File: src/pdg_pkg.sv
`timescale 1ns / 1ps
// Shared types, constants and the microcode program for the PCM decimator.
// Used by every module of the block; depends on nothing else.
package pdg_pkg;

  // Largest group size; larger register values are limited to it.
  localparam logic [4:0] MAX_DECIMATION = 5'd16;

  // Register indexes of the configuration port.
  localparam logic [1:0] REG_FACTOR = 2'd0;
  localparam logic [1:0] REG_MAG    = 2'd1;
  localparam logic [1:0] REG_LEVEL  = 2'd2;

  // Reset values of the configuration registers.
  localparam logic [4:0] FACTOR_RST = 5'd2;
  localparam logic [7:0] MAG_RST    = 8'd16;
  localparam logic [7:0] LEVEL_RST  = 8'd0;

  // Output clamp limits.
  localparam logic signed [15:0] OUT_MAX = 16'sd32751;
  localparam logic signed [15:0] OUT_MIN = -16'sd32752;

  // Divider geometry: two quotient bits per cycle.
  localparam int DIV_W      = 42;
  localparam int AVG_W      = 22;
  localparam int STEP_W     = 5;
  localparam logic [STEP_W-1:0] AVG_STEPS  = STEP_W'(AVG_W / 2);
  localparam logic [STEP_W-1:0] GAIN_STEPS = STEP_W'(DIV_W / 2);

  // Micro-operations of the datapath.
  typedef enum logic [3:0] {
    OP_NOP      = 4'd0,
    OP_ACCUM    = 4'd1,
    OP_DIV_AVG  = 4'd2,
    OP_AVG      = 4'd3,
    OP_DC       = 4'd4,
    OP_VAL      = 4'd5,
    OP_MUL_SM   = 4'd6,
    OP_ADD_SM   = 4'd7,
    OP_MUL_GAIN = 4'd8,
    OP_DIV_GAIN = 4'd9,
    OP_CLAMP    = 4'd10,
    OP_EMIT     = 4'd11
  } pdg_op_t;

  // Jump conditions; when true the step counter loads the target.
  typedef enum logic [2:0] {
    CND_NEVER      = 3'd0,
    CND_ALWAYS     = 3'd1,
    CND_GROUP_OPEN = 3'd2,
    CND_DIV_BUSY   = 3'd3,
    CND_SMOOTH_OFF = 3'd4,
    CND_OUT_FULL   = 3'd5
  } pdg_cond_t;

  localparam int PC_W = 4;

  typedef struct packed {
    pdg_op_t         op;
    pdg_cond_t       cond;
    logic [PC_W-1:0] target;
  } pdg_uword_t;

  // Status flags from the datapath to the sequencer.
  typedef struct packed {
    logic group_open;
    logic div_busy;
    logic smooth_off;
    logic out_full;
  } pdg_status_t;

  // Microcode program, one control word per step.
  function automatic pdg_uword_t pdg_rom(input logic [PC_W-1:0] pc);
    pdg_uword_t w;
    case (pc)
      4'd0:    w = '{OP_ACCUM,    CND_GROUP_OPEN, 4'd0};
      4'd1:    w = '{OP_DIV_AVG,  CND_NEVER,      4'd0};
      4'd2:    w = '{OP_NOP,      CND_DIV_BUSY,   4'd2};
      4'd3:    w = '{OP_AVG,      CND_NEVER,      4'd0};
      4'd4:    w = '{OP_DC,       CND_NEVER,      4'd0};
      4'd5:    w = '{OP_VAL,      CND_SMOOTH_OFF, 4'd8};
      4'd6:    w = '{OP_MUL_SM,   CND_NEVER,      4'd0};
      4'd7:    w = '{OP_ADD_SM,   CND_NEVER,      4'd0};
      4'd8:    w = '{OP_MUL_GAIN, CND_NEVER,      4'd0};
      4'd9:    w = '{OP_DIV_GAIN, CND_NEVER,      4'd0};
      4'd10:   w = '{OP_NOP,      CND_DIV_BUSY,   4'd10};
      4'd11:   w = '{OP_CLAMP,    CND_NEVER,      4'd0};
      4'd12:   w = '{OP_EMIT,     CND_OUT_FULL,   4'd12};
      4'd13:   w = '{OP_NOP,      CND_ALWAYS,     4'd0};
      default: w = '{OP_NOP,      CND_ALWAYS,     4'd0};
    endcase
    return w;
  endfunction

endpackage

File: src/pdg_div.sv
`timescale 1ns / 1ps
// Iterative unsigned divider by a small divisor, two quotient bits per cycle.
// Depends on pdg_pkg for the widths.
module pdg_div
  import pdg_pkg::*;
(
  input  logic                  clk,
  input  logic                  rst_n,
  input  logic                  start,
  input  logic [DIV_W-1:0]      dividend,
  input  logic [STEP_W-1:0]     steps,
  input  logic [4:0]            divisor,
  output logic                  busy,
  output logic [DIV_W-1:0]      quotient
);

  logic [DIV_W-1:0]  q_r, q_nxt;
  logic [3:0]        rem_r, rem_nxt;
  logic [STEP_W-1:0] cnt_r, cnt_nxt;
  logic              busy_r, busy_nxt;
  logic [4:0]        r1, r1s, r2, r2s;
  logic              ge1, ge2;

  // Two chained restoring steps on the narrow remainder.
  always_comb begin
    r1  = {rem_r, q_r[DIV_W-1]};
    ge1 = (r1 >= divisor);
    r1s = ge1 ? (r1 - divisor) : r1;
    r2  = {r1s[3:0], q_r[DIV_W-2]};
    ge2 = (r2 >= divisor);
    r2s = ge2 ? (r2 - divisor) : r2;
  end

  // Dividend shifts out at the top while quotient bits enter at the bottom.
  always_comb begin
    q_nxt    = q_r;
    rem_nxt  = rem_r;
    cnt_nxt  = cnt_r;
    busy_nxt = busy_r;
    if (start) begin
      q_nxt    = dividend;
      rem_nxt  = '0;
      cnt_nxt  = steps;
      busy_nxt = 1'b1;
    end else if (busy_r) begin
      q_nxt    = {q_r[DIV_W-3:0], ge1, ge2};
      rem_nxt  = r2s[3:0];
      cnt_nxt  = cnt_r - 1'b1;
      busy_nxt = (cnt_r != STEP_W'(1));
    end
  end

  always_ff @(posedge clk) begin
    if (!rst_n) begin
      busy_r <= 1'b0;
      cnt_r  <= '0;
    end else begin
      busy_r <= busy_nxt;
      cnt_r  <= cnt_nxt;
    end
    q_r   <= q_nxt;
    rem_r <= rem_nxt;
  end

  assign busy     = busy_r;
  assign quotient = q_r;

endmodule

File: src/pdg_seq.sv
`timescale 1ns / 1ps
// Microcode sequencer: step counter, program table and conditional jumps.
// Depends on pdg_pkg for the control word and the program.
module pdg_seq
  import pdg_pkg::*;
(
  input  logic        clk,
  input  logic        rst_n,
  input  pdg_status_t status,
  output pdg_op_t     op
);

  logic [PC_W-1:0] pc_r, pc_nxt;
  pdg_uword_t      uw;
  logic            take;

  assign uw = pdg_rom(pc_r);
  assign op = uw.op;

  // Evaluate the jump condition of the current step.
  always_comb begin
    case (uw.cond)
      CND_NEVER:      take = 1'b0;
      CND_ALWAYS:     take = 1'b1;
      CND_GROUP_OPEN: take = status.group_open;
      CND_DIV_BUSY:   take = status.div_busy;
      CND_SMOOTH_OFF: take = status.smooth_off;
      CND_OUT_FULL:   take = status.out_full;
      default:        take = 1'b1;
    endcase
    pc_nxt = take ? uw.target : (pc_r + 1'b1);
  end

  always_ff @(posedge clk) begin
    if (!rst_n) begin
      pc_r <= '0;
    end else begin
      pc_r <= pc_nxt;
    end
  end

endmodule

File: src/pdg_dp.sv
`timescale 1ns / 1ps
// Datapath of the PCM decimator: configuration, group sum, DC canceller,
// smoother, gain and output register. Depends on pdg_pkg and pdg_div.
module pdg_dp
  import pdg_pkg::*;
(
  input  logic               clk,
  input  logic               rst_n,
  input  pdg_op_t            op,
  output pdg_status_t        status,
  input  logic               cfg_we,
  input  logic [1:0]         cfg_index,
  input  logic [7:0]         cfg_wdata,
  input  logic               in_valid,
  output logic               in_stall,
  input  logic signed [15:0] in_raw_sample,
  output logic               out_valid,
  input  logic               out_stall,
  output logic signed [15:0] out_sample
);

  // Configuration registers.
  logic [4:0] fac_r;
  logic [7:0] mag_r, lvl_r;
  logic [4:0] f_eff;

  // Working registers.
  logic signed [20:0] sum_r, sum_nxt;
  logic [3:0]         cnt_r, cnt_nxt;
  logic               neg_r, neg_nxt;
  logic signed [21:0] avg_r, avg_nxt;
  logic signed [31:0] dc_r, dc_nxt;
  logic signed [32:0] v_r, v_nxt;
  logic signed [31:0] sv_r, sv_nxt;
  logic signed [42:0] m1_r, m1_nxt;
  logic signed [40:0] m2_r, m2_nxt;
  logic signed [41:0] prod_r, prod_nxt;
  logic signed [15:0] res_r, res_nxt;
  logic               out_valid_r, out_valid_nxt;
  logic signed [15:0] out_r, out_nxt;

  // Intermediate values.
  logic               in_fire;
  logic [4:0]         cnt_inc;
  logic [21:0]        abs_sum, avg_dvd;
  logic signed [33:0] dc_t, dc_sh, dc_w;
  logic signed [32:0] dc_r8, dc_r8sh;
  logic [8:0]         lvl_inv;
  logic signed [43:0] sm_sum, sm_sh;
  logic [DIV_W-1:0]   gain_mag;
  logic [DIV_W-2:0]   q_half;
  logic               div_start, div_busy, out_full;
  logic [DIV_W-1:0]   div_dvd, div_quot;
  logic [STEP_W-1:0]  div_steps;

  // Register writes from the configuration port.
  always_ff @(posedge clk) begin
    if (!rst_n) begin
      fac_r <= FACTOR_RST;
      mag_r <= MAG_RST;
      lvl_r <= LEVEL_RST;
    end else if (cfg_we) begin
      case (cfg_index)
        REG_FACTOR: fac_r <= cfg_wdata[4:0];
        REG_MAG:    mag_r <= cfg_wdata;
        REG_LEVEL:  lvl_r <= cfg_wdata;
        default:    ;
      endcase
    end
  end

  // Effective group size: zero acts as one, large values are limited.
  always_comb begin
    if (fac_r == 5'd0) begin
      f_eff = 5'd1;
    end else if (fac_r > MAX_DECIMATION) begin
      f_eff = MAX_DECIMATION;
    end else begin
      f_eff = fac_r;
    end
  end

  // Input handshake and status toward the sequencer.
  assign in_stall  = (op != OP_ACCUM);
  assign in_fire   = in_valid && !in_stall;
  assign cnt_inc   = {1'b0, cnt_r} + 5'd1;
  assign out_full  = out_valid_r && out_stall;

  assign status.group_open = !in_fire || (cnt_inc < f_eff);
  assign status.div_busy   = div_busy;
  assign status.smooth_off = (lvl_r == 8'd0);
  assign status.out_full   = out_full;

  // Rounded group magnitude for the averaging divide.
  assign abs_sum = sum_r[20] ? (22'd0 - {1'b1, sum_r}) : {1'b0, sum_r};
  assign avg_dvd = abs_sum + {18'd0, f_eff[4:1]};

  // DC canceller arithmetic.
  assign dc_t  = {{8{avg_r[21]}}, avg_r, 4'b0000} + {{2{dc_r[31]}}, dc_r} + 34'sd16;
  assign dc_sh = dc_t >>> 5;
  assign dc_w  = {{2{dc_r[31]}}, dc_r} - dc_sh;
  assign dc_r8   = {dc_r[31], dc_r} + 33'sd8;
  assign dc_r8sh = dc_r8 >>> 4;

  // Smoother sum of the two registered products.
  assign lvl_inv = 9'd256 - {1'b0, lvl_r};
  assign sm_sum  = {m1_r[42], m1_r} + {{3{m2_r[40]}}, m2_r} + 44'sd128;
  assign sm_sh   = sm_sum >>> 8;

  // Gain magnitude and halved quotient.
  assign gain_mag = prod_r[41] ? (DIV_W'(0) - prod_r) : prod_r;
  assign q_half   = div_quot[DIV_W-1:1];

  // Divider operand selection.
  always_comb begin
    div_start = 1'b0;
    div_dvd   = gain_mag;
    div_steps = GAIN_STEPS;
    case (op)
      OP_DIV_AVG: begin
        div_start = 1'b1;
        div_dvd   = {avg_dvd, {(DIV_W-AVG_W){1'b0}}};
        div_steps = AVG_STEPS;
      end
      OP_DIV_GAIN: begin
        div_start = 1'b1;
      end
      default: ;
    endcase
  end

  pdg_div u_div (
    .clk      (clk),
    .rst_n    (rst_n),
    .start    (div_start),
    .dividend (div_dvd),
    .steps    (div_steps),
    .divisor  (f_eff),
    .busy     (div_busy),
    .quotient (div_quot)
  );

  // Micro-operation decode.
  always_comb begin
    sum_nxt       = sum_r;
    cnt_nxt       = cnt_r;
    neg_nxt       = neg_r;
    avg_nxt       = avg_r;
    dc_nxt        = dc_r;
    v_nxt         = v_r;
    sv_nxt        = sv_r;
    m1_nxt        = m1_r;
    m2_nxt        = m2_r;
    prod_nxt      = prod_r;
    res_nxt       = res_r;
    out_nxt       = out_r;
    out_valid_nxt = out_valid_r && out_stall;
    case (op)
      OP_ACCUM: begin
        if (in_fire) begin
          sum_nxt = sum_r + {{5{in_raw_sample[15]}}, in_raw_sample};
          cnt_nxt = cnt_inc[3:0];
        end
      end
      OP_DIV_AVG: begin
        neg_nxt = sum_r[20];
        sum_nxt = '0;
        cnt_nxt = '0;
      end
      OP_AVG: begin
        avg_nxt = neg_r ? (22'sd0 - $signed(div_quot[AVG_W-1:0]))
                        : $signed(div_quot[AVG_W-1:0]);
      end
      OP_DC: begin
        dc_nxt = dc_w[31:0];
      end
      OP_VAL: begin
        v_nxt = dc_r8sh + {{11{avg_r[21]}}, avg_r};
      end
      OP_MUL_SM: begin
        m1_nxt = v_r * $signed({1'b0, lvl_inv});
        m2_nxt = sv_r * $signed({1'b0, lvl_r});
      end
      OP_ADD_SM: begin
        sv_nxt = sm_sh[31:0];
        v_nxt  = {sm_sh[31], sm_sh[31:0]};
      end
      OP_MUL_GAIN: begin
        prod_nxt = v_r * $signed({1'b0, mag_r});
      end
      OP_DIV_GAIN: begin
        neg_nxt = prod_r[41];
      end
      OP_CLAMP: begin
        if (neg_r) begin
          res_nxt = (q_half > (DIV_W-1)'(32752)) ? OUT_MIN : (16'sd0 - $signed(q_half[15:0]));
        end else begin
          res_nxt = (q_half > (DIV_W-1)'(32751)) ? OUT_MAX : $signed(q_half[15:0]);
        end
      end
      OP_EMIT: begin
        if (!out_full) begin
          out_nxt       = res_r;
          out_valid_nxt = 1'b1;
        end
      end
      default: ;
    endcase
  end

  always_ff @(posedge clk) begin
    if (!rst_n) begin
      sum_r       <= '0;
      cnt_r       <= '0;
      dc_r        <= '0;
      sv_r        <= '0;
      out_valid_r <= 1'b0;
    end else begin
      sum_r       <= sum_nxt;
      cnt_r       <= cnt_nxt;
      dc_r        <= dc_nxt;
      sv_r        <= sv_nxt;
      out_valid_r <= out_valid_nxt;
    end
    neg_r  <= neg_nxt;
    avg_r  <= avg_nxt;
    v_r    <= v_nxt;
    m1_r   <= m1_nxt;
    m2_r   <= m2_nxt;
    prod_r <= prod_nxt;
    res_r  <= res_nxt;
    out_r  <= out_nxt;
  end

  assign out_valid  = out_valid_r;
  assign out_sample = out_r;

endmodule

File: src/pcm_decimate_dc_block_gain.sv
`timescale 1ns / 1ps
// Top level of the decimating microphone front end with DC removal and gain.
// Depends on pdg_pkg, pdg_seq and pdg_dp.
//
//   channel | direction | handshake             | payload
//   --------+-----------+-----------------------+---------------------------
//   in      | input     | in_valid / in_stall   | in_raw_sample  (s16)
//   out     | output    | out_valid / out_stall | out_sample     (s16)
//   cfg     | input     | cfg_we                | cfg_index, cfg_wdata (u8)
//
// An item that does not close a group is taken without a stall. An item that
// closes a group stalls the input through the averaging divide, DC canceller,
// smoother (skipped when off), gain divide, clamp and emit steps, so no new
// item is taken until its result is emitted; a stalled output lengthens this.
// Most of the stall is spent in the shared two-bit-per-cycle divider, which
// runs 11 steps for the group average and 21 for the gain.
// Reset is synchronous and active low; it clears the step counter, the group
// sum and count, the DC tracker, the smoother state and the output valid
// flag, and loads the register defaults.
// A stalled output holds the sequencer in its emit step; input is stalled
// whenever the sequencer is not in its accumulate step.
module pcm_decimate_dc_block_gain
  import pdg_pkg::*;
(
  input  logic               clk,
  input  logic               rst_n,
  input  logic               cfg_we,
  input  logic [1:0]         cfg_index,
  input  logic [7:0]         cfg_wdata,
  input  logic               in_valid,
  output logic               in_stall,
  input  logic signed [15:0] in_raw_sample,
  output logic               out_valid,
  input  logic               out_stall,
  output logic signed [15:0] out_sample
);

  pdg_op_t     op;
  pdg_status_t status;

  // Microcode sequencer.
  pdg_seq u_seq (
    .clk    (clk),
    .rst_n  (rst_n),
    .status (status),
    .op     (op)
  );

  // Datapath with the divider and output register.
  pdg_dp u_dp (
    .clk           (clk),
    .rst_n         (rst_n),
    .op            (op),
    .status        (status),
    .cfg_we        (cfg_we),
    .cfg_index     (cfg_index),
    .cfg_wdata     (cfg_wdata),
    .in_valid      (in_valid),
    .in_stall      (in_stall),
    .in_raw_sample (in_raw_sample),
    .out_valid     (out_valid),
    .out_stall     (out_stall),
    .out_sample    (out_sample)
  );

endmodule

File: config.mk
export PLATFORM = sky130hd
export DESIGN_NAME = pcm_decimate_dc_block_gain
export DESIGN_NICKNAME = d
export VERILOG_FILES = /design/src/pdg_pkg.sv /design/src/pdg_div.sv /design/src/pdg_seq.sv /design/src/pdg_dp.sv /design/src/pcm_decimate_dc_block_gain.sv
export SDC_FILE = /design/constraint.sdc
export NUM_CORES = 2
export LEC_CHECK = 0
export BUFFER_PORTS_ARGS = -buffer_cell sky130_fd_sc_hd__buf_2
export CAP_MARGIN = 30
export CORE_UTILIZATION = 39
export CTS_BUF_LIST = sky130_fd_sc_hd__clkbuf_16
export CTS_CLUSTER_SIZE = 24
export DETAILED_ROUTE_END_ITERATION = 7
export PLACE_DENSITY = 0.62
export SLEW_MARGIN = 20
export SYNTH_ARGS = -nofsm -noshare
export SYNTH_HDL_FRONTEND = slang
export SYNTH_HIERARCHICAL = 1
export SYNTH_SLANG_ARGS = --single-unit
export TNS_END_PERCENT = 10
File: constraint.sdc
create_clock -name clk -period 7.9 [get_ports clk]
set_input_delay 0.79 -clock clk [delete_from_list [all_inputs] [get_ports clk]]
set_output_delay 0.79 -clock clk [all_outputs]
set_load 0.03 [all_outputs]
Yosys cells after proc, flatten, opt, wreduce, memory -nomap -nowiden --
Memories as Yosys holds them, arrays and structs flattened. A register that Yosys moved wholly into a read port is not among the register bits. Cells that the tools add are included.
Storage, ports and cells: register bits 377, bits in read-only memories 160, bits of input ports 31, output and inout bits 18, logic and storage cells 119, memories kept 1
Memories:
- (no name shown) | depth 16, width 10, read ports 1, clocked after memory_dff 1, wr ports 0, line pdg_pkg.sv:75 | case (pc)
Cells by class: add/sub/neg operators 19, multipliers 3, $lt $le $gt $ge 6, equal/unequal tests 20, muxes and demuxes 29, bitwise logic cells 1, reduce and logical (&&, ||, !) cells 19
Operators by type and width (count):
- $mux W42 | 4
- $gt A41 B15 Y1 const B | 2
- $pmux W33 S2 | 1
- $mux W16 | 3
- $mux W22 | 2
- $sub A1 B22 Y22 const A | 2
- $mul A33 B9 Y42 | 1
- $pmux W21 S2 | 1
- $sub A1 B42 Y42 const A | 1
- $add A40 B40 Y40 | 1
- $add A40 B8 Y40 const B | 1
- $mul A32 B9 Y40 | 1
- $mul A33 B10 Y40 | 1
- $add A34 B5 Y34 const B | 1
- $add A26 B32 Y33 | 1
- $add A32 B5 Y33 const B | 1
- $sub A32 B29 Y32 | 1
- $add A29 B22 Y30 | 1
- $mux W5 | 5
- $add A22 B4 Y22 | 1
- $add A21 B21 Y21 | 1
- $mux W21 | 1
- $mux W4 | 5
- $eq A4 B3 Y1 const B | 4
- 34 further kinds | 54

Depth between registers and ports, before layout --
depth in word-level cells 8, depth in mapped cells 28, gate-level depth less buffers 25

Hierarchy --
The synthesis kept the hierarchy.
By module, submodules not included:
- pdg_dp | instances 1, cells an instance 5366, area an instance 48320.1 sq um, seq. area each 8498.2 sq um
- pdg_div | instances 1, cells an instance 201, area an instance 2702.6 sq um, seq. area each 1461.4 sq um
- pdg_seq | instances 1, cells an instance 78, area an instance 745.7 sq um, seq. area each 280.3 sq um

Worst setup path before layout --
Ideal clock, no wire load.
kind register to register, start register u_dp.lvl_r[0], end register u_dp.m1_r[37], data pin, library setup time 0.258 ns, arrival time 6.652 ns, data required time 7.642 ns, setup slack 0.989 ns, stages on the path, launching flop included 27, buffers on the path 3, period minus slack after synthesis 6.911 ns, path through dfxtp_1 clkbuf_1 clkbuf_1 inv_1 ha_1 xnor2_1 clkbuf_1 nand2_1 fa_1 inv_1 fa_1 fa_1 fa_1 inv_1 fa_1 inv_1 ha_1 a21o_1 a21o_1 a21o_1 a41oi_1 a211o_1 a31oi_1 a221oi_1 o21bai_1 a21oi_1 xnor2_1
Between the ends: word-level cells in the longest chain between the ends 2
RTL lines:
- start, declared | line pdg_dp.sv:24 | logic [7:0] mag_r, lvl_r;
- start signal, assigned | line pdg_dp.sv:66 | REG_LEVEL: lvl_r <= cfg_wdata;
- $sub A9 B8 Y9 | line pdg_dp.sv:106 | assign lvl_inv = 9'd256 - {1'b0, lvl_r};
- $mul A33 B10 Y40 | line pdg_dp.sv:181 | m1_nxt = v_r * $signed({1'b0, lvl_inv});
- end signal, assigned | line pdg_dp.sv:228 | m1_r <= m1_nxt;
- end, declared | line pdg_dp.sv:35 | logic signed [42:0] m1_r, m1_nxt;
No other way between the ends. A chain may end at the register's enable or synchronous reset.

Final worst setup path --
start register u_dp.lvl_r[2], end register u_dp.m1_r[38], data pin
Same word-level chain as after synthesis.

==> impl_metrics.tcl <==
set metrics [dict create \
    avgSynthCellArea_um2 9.17 \
    grt_usage_pct 19.2 \
    netlist_area_um2 51800 \
    clock_latency_ps 600 \
    crit_required_ps 8240 \
    cts_tree "yes" \
    gp_congestion 0.907 \
    ant_nets 0 \
    grt_pass1_vias 39701 \
    rsz0062_at_grt "false" \
    synthDistinctLibCells 95 \
    fmax_ghz 0.134 \
    holdPathEnd "u_dp/out_sample[0]" \
    dpl_cell_area_um2 53900 \
    first_pass_iters 6 \
    port_buffers 48 \
    htreeDepth 2 \
    fin_ws_ps 454 \
    r2r-start "u_dp/lvl_r[2]" \
    final_common_cell "inv_1" \
    crit_type "register to register" \
    fin_crit_sh_pct 94.2 \
    reg2reg_slack_ps 450 \
    layout_min_cycle_time_ps 7450 \
    cp_slowest_cell "xor2_2" \
    start_util_pct 39.3 \
    relSlewSlack_pct 36.4 \
    crit_arrival_ps 7790 \
    netlist_instances 5645 \
    cts_buffers 45 \
    yosys_register_bits 386 \
    async_flop_share_pct 0 \
    rows 133 \
    power_density_nw_per_um2 171 \
    ios 49 \
    critPathCaptureType "register" \
    post_cts_buffers 0 \
    skew_ps 40.5 \
    r2r_cells 23 \
    antenna_found_initial 6 \
    num_antenna_cells 0 \
    final.fill_count 12937 \
    holdWs_ps 418 \
    grt_max_degree 64 \
    hold_depth 0 \
    drive_gt1_share_pct 5.32 \
    drt_iter0_markers 2397 \
    cts_resized 0 \
    syn_to_final_growth_pct 6.95 \
    ir_drop_mv 0.179 \
    clk_path_buf_depth 3 \
    die_w_um 366 \
    fp.dieArea_um2 134000 \
    final_design_area_no_fill_um2 55400 \
    num_vias 38641 \
    finalSetupViolCount 0 \
    drc_errors 0 \
    cts_sinks 386 \
    mostFrequentLayoutCells "inv_1 (802), fa_1 (630), nand2_1 (602)" \
    coreArea_um2 132000 \
    cap_violations 0 \
    place_hpwl_um 99000 \
    cts_root_buf "clkbuf_16" \
    hold_class "register to register" \
    ys_seq_area_share_pct 19.8 \
    cts_hold_buf 0 \
    drt-total-wl_um 127000 \
    grt_pass1_wl_um 211000 \
    leakage_nw 26.3 \
    fin_tns_setup_ps 0 \
    cp_cell_sequence "nor4_1 -> nand2_1 -> xor2_2 -> buf_4 -> and2_1 -> fa_1 -> fa_1 -> fa_1 -> fa_1 -> inv_1 -> fa_1 -> inv_1 -> ha_1 -> and3_1 -> and3_1 -> and3_1 -> a22oi_1 -> a21oi_1 -> a41oi_1 -> o21ai_0 -> or3_1 -> a31oi_1 -> xnor2_1" \
    slew_violations 0 \
    fin_cells 7373 \
    r2r-end "u_dp/m1_r[38]" \
    status "completed" \
    grt_remaining_overflow 0 \
    critical_path.most_common_cell "fa_1" \
    max_stage_delay_ps 620 \
    synth_edf_count 251 \
    drt-vias-per-instance 5.24 \
    tightest_slew_ps 945 \
    dp_cells 7289 \
    syn_nets 6795 \
    finalHoldViolations 0 \
    wire_per_inst_um 17.2 \
    cp_max_fo 19 \
    pre_cts_ws_ps 560 \
    fin_nets 6731 \
    start_kind "register" \
    path_clk_slew_ps 60 \
    ys_warn_count 6 \
    die_h_um 366 \
    hp-start "u_dp/res_r[0]" \
    ys.flop_type "edfxtp_1" \
]
[kinds of logic after synthesis]
| group | count (synthesis) | share of synthesized area [%] |
|---|---|---|
| buf+inv | 1011 | 7.42 |
| compound gates | 919 | 11.4 |
| mux | 80 | 1.69 |
| simple gates | 1769 | 17.5 |
| xor+xnor | 360 | 6.11 |
| other cells | 1 | 0.00724 |
| flops | 386 | 19.8 |
| fa+ha+maj | 1119 | 36.2 |
[state kept, by name, indices dropped and copies added, names as in the netlist, 21 cells and up]
register / count
u_dp/avg_r: 22
u_dp/u_div/quotient: 42
u_dp/v_r: 32
u_dp/m2_r: 40
u_dp/sv_r: 32
u_dp/sum_r: 21
u_dp/dc_r: 32
u_dp/m1_r: 40
u_dp/prod_r: 42
[layer usage]
layer,track usage [%],up-vias,wire (um)
met5,0,-,11
met4,5.22,2,3420
met3,1.81,186,4490
met2,33.7,683,62600
met1,25.2,19367,56300
li1,-,18403,-
[cell usage after synthesis, types with 12 or more instances]
library cell / n / area share [%]
o31ai_1: 31 / 0.45
or3_1: 38 / 0.46
nor2_1: 206 / 1.5
or2_2: 21 / 0.25
o311ai_0: 13 / 0.22
nand2b_1: 49 / 0.59
dfxtp_1: 135 / 5.2
nand3b_1: 14 / 0.20
a211oi_1: 34 / 0.49
and3_1: 33 / 0.40
mux2i_1: 31 / 0.60
and2_1: 519 / 6.3
mux2_2: 45 / 0.98
o21bai_1: 26 / 0.38
o211ai_1: 18 / 0.26
o21ai_0: 200 / 1.9
ha_1: 489 / 12
xor2_1: 140 / 2.4
edfxtp_1: 251 / 15
a211o_1: 12 / 0.20
nor3_1: 63 / 0.61
nand4_1: 20 / 0.24
nor2b_1: 47 / 0.57
inv_1: 796 / 5.8
a21boi_0: 17 / 0.25
a31oi_1: 27 / 0.33
fa_1: 630 / 24
or4_1: 17 / 0.25
o41ai_1: 19 / 0.32
a21o_1: 110 / 1.6
clkbuf_1: 189 / 1.4
o21a_1: 35 / 0.51
nor4_1: 12 / 0.15
a21oi_1: 285 / 2.8
nand3_1: 84 / 0.81
nand2_1: 602 / 4.4
xnor2_1: 219 / 3.7
[layout make-up]
cell class                      count  area, um^2  share of cell area (%)
Timing Repair Buffer              102         667                    1.20
Inverter                          798        3000                    5.41
Sequential cell                   386       10200                    18.5
Tap cell                         1755        2200                    3.97
Clock buffer                       48        1200                    2.17
Clock inverter                     36         277                   0.499
Multi-Input combinational cell   4248       37800                    68.3
[stage by stage]
step	power (mW)	util [%]
floorplan	6.38	-
global placement	7.42	40.9
detailed placement	7.46	40.9
CTS	9.59	42.1
global route	10.4	42.1
finish	9.49	42.1
[power breakdown]
part | internal (mW) | total [mW] | switching (mW)
clock network | 1.18 | 2.09 | 0.911
logic | 2.06 | 4.84 | 2.77
registers | 2.41 | 2.57 | 0.159
[critical path, delay by kind of cell (launching register included)]
family | cells | cell delay [ps]
xor gates and xnor gates | 2 | 700
and+or+nand+nor | 7 | 1680
AOI/OAI and AO/OA | 5 | 1150
buffers and inverters | 3 | 450
DFF | 1 | 370
adders and majority gates | 6 | 2830
[worst max path at each step]
stage	startpoint	end	cells after the start
after floorplan	u_dp/lvl_r[0]	u_dp/m1_r[37]	26
after global placement	u_dp/lvl_r[1]	u_dp/m1_r[38]	24
after detailed placement	u_dp/lvl_r[2]	u_dp/m1_r[37]	23
after CTS	u_dp/lvl_r[2]	u_dp/m1_r[38]	23
after global routing	u_dp/lvl_r[2]	u_dp/m1_r[37]	23
final	u_dp/lvl_r[2]	u_dp/m1_r[38]	23
Power figures use the tool's default switching activity.
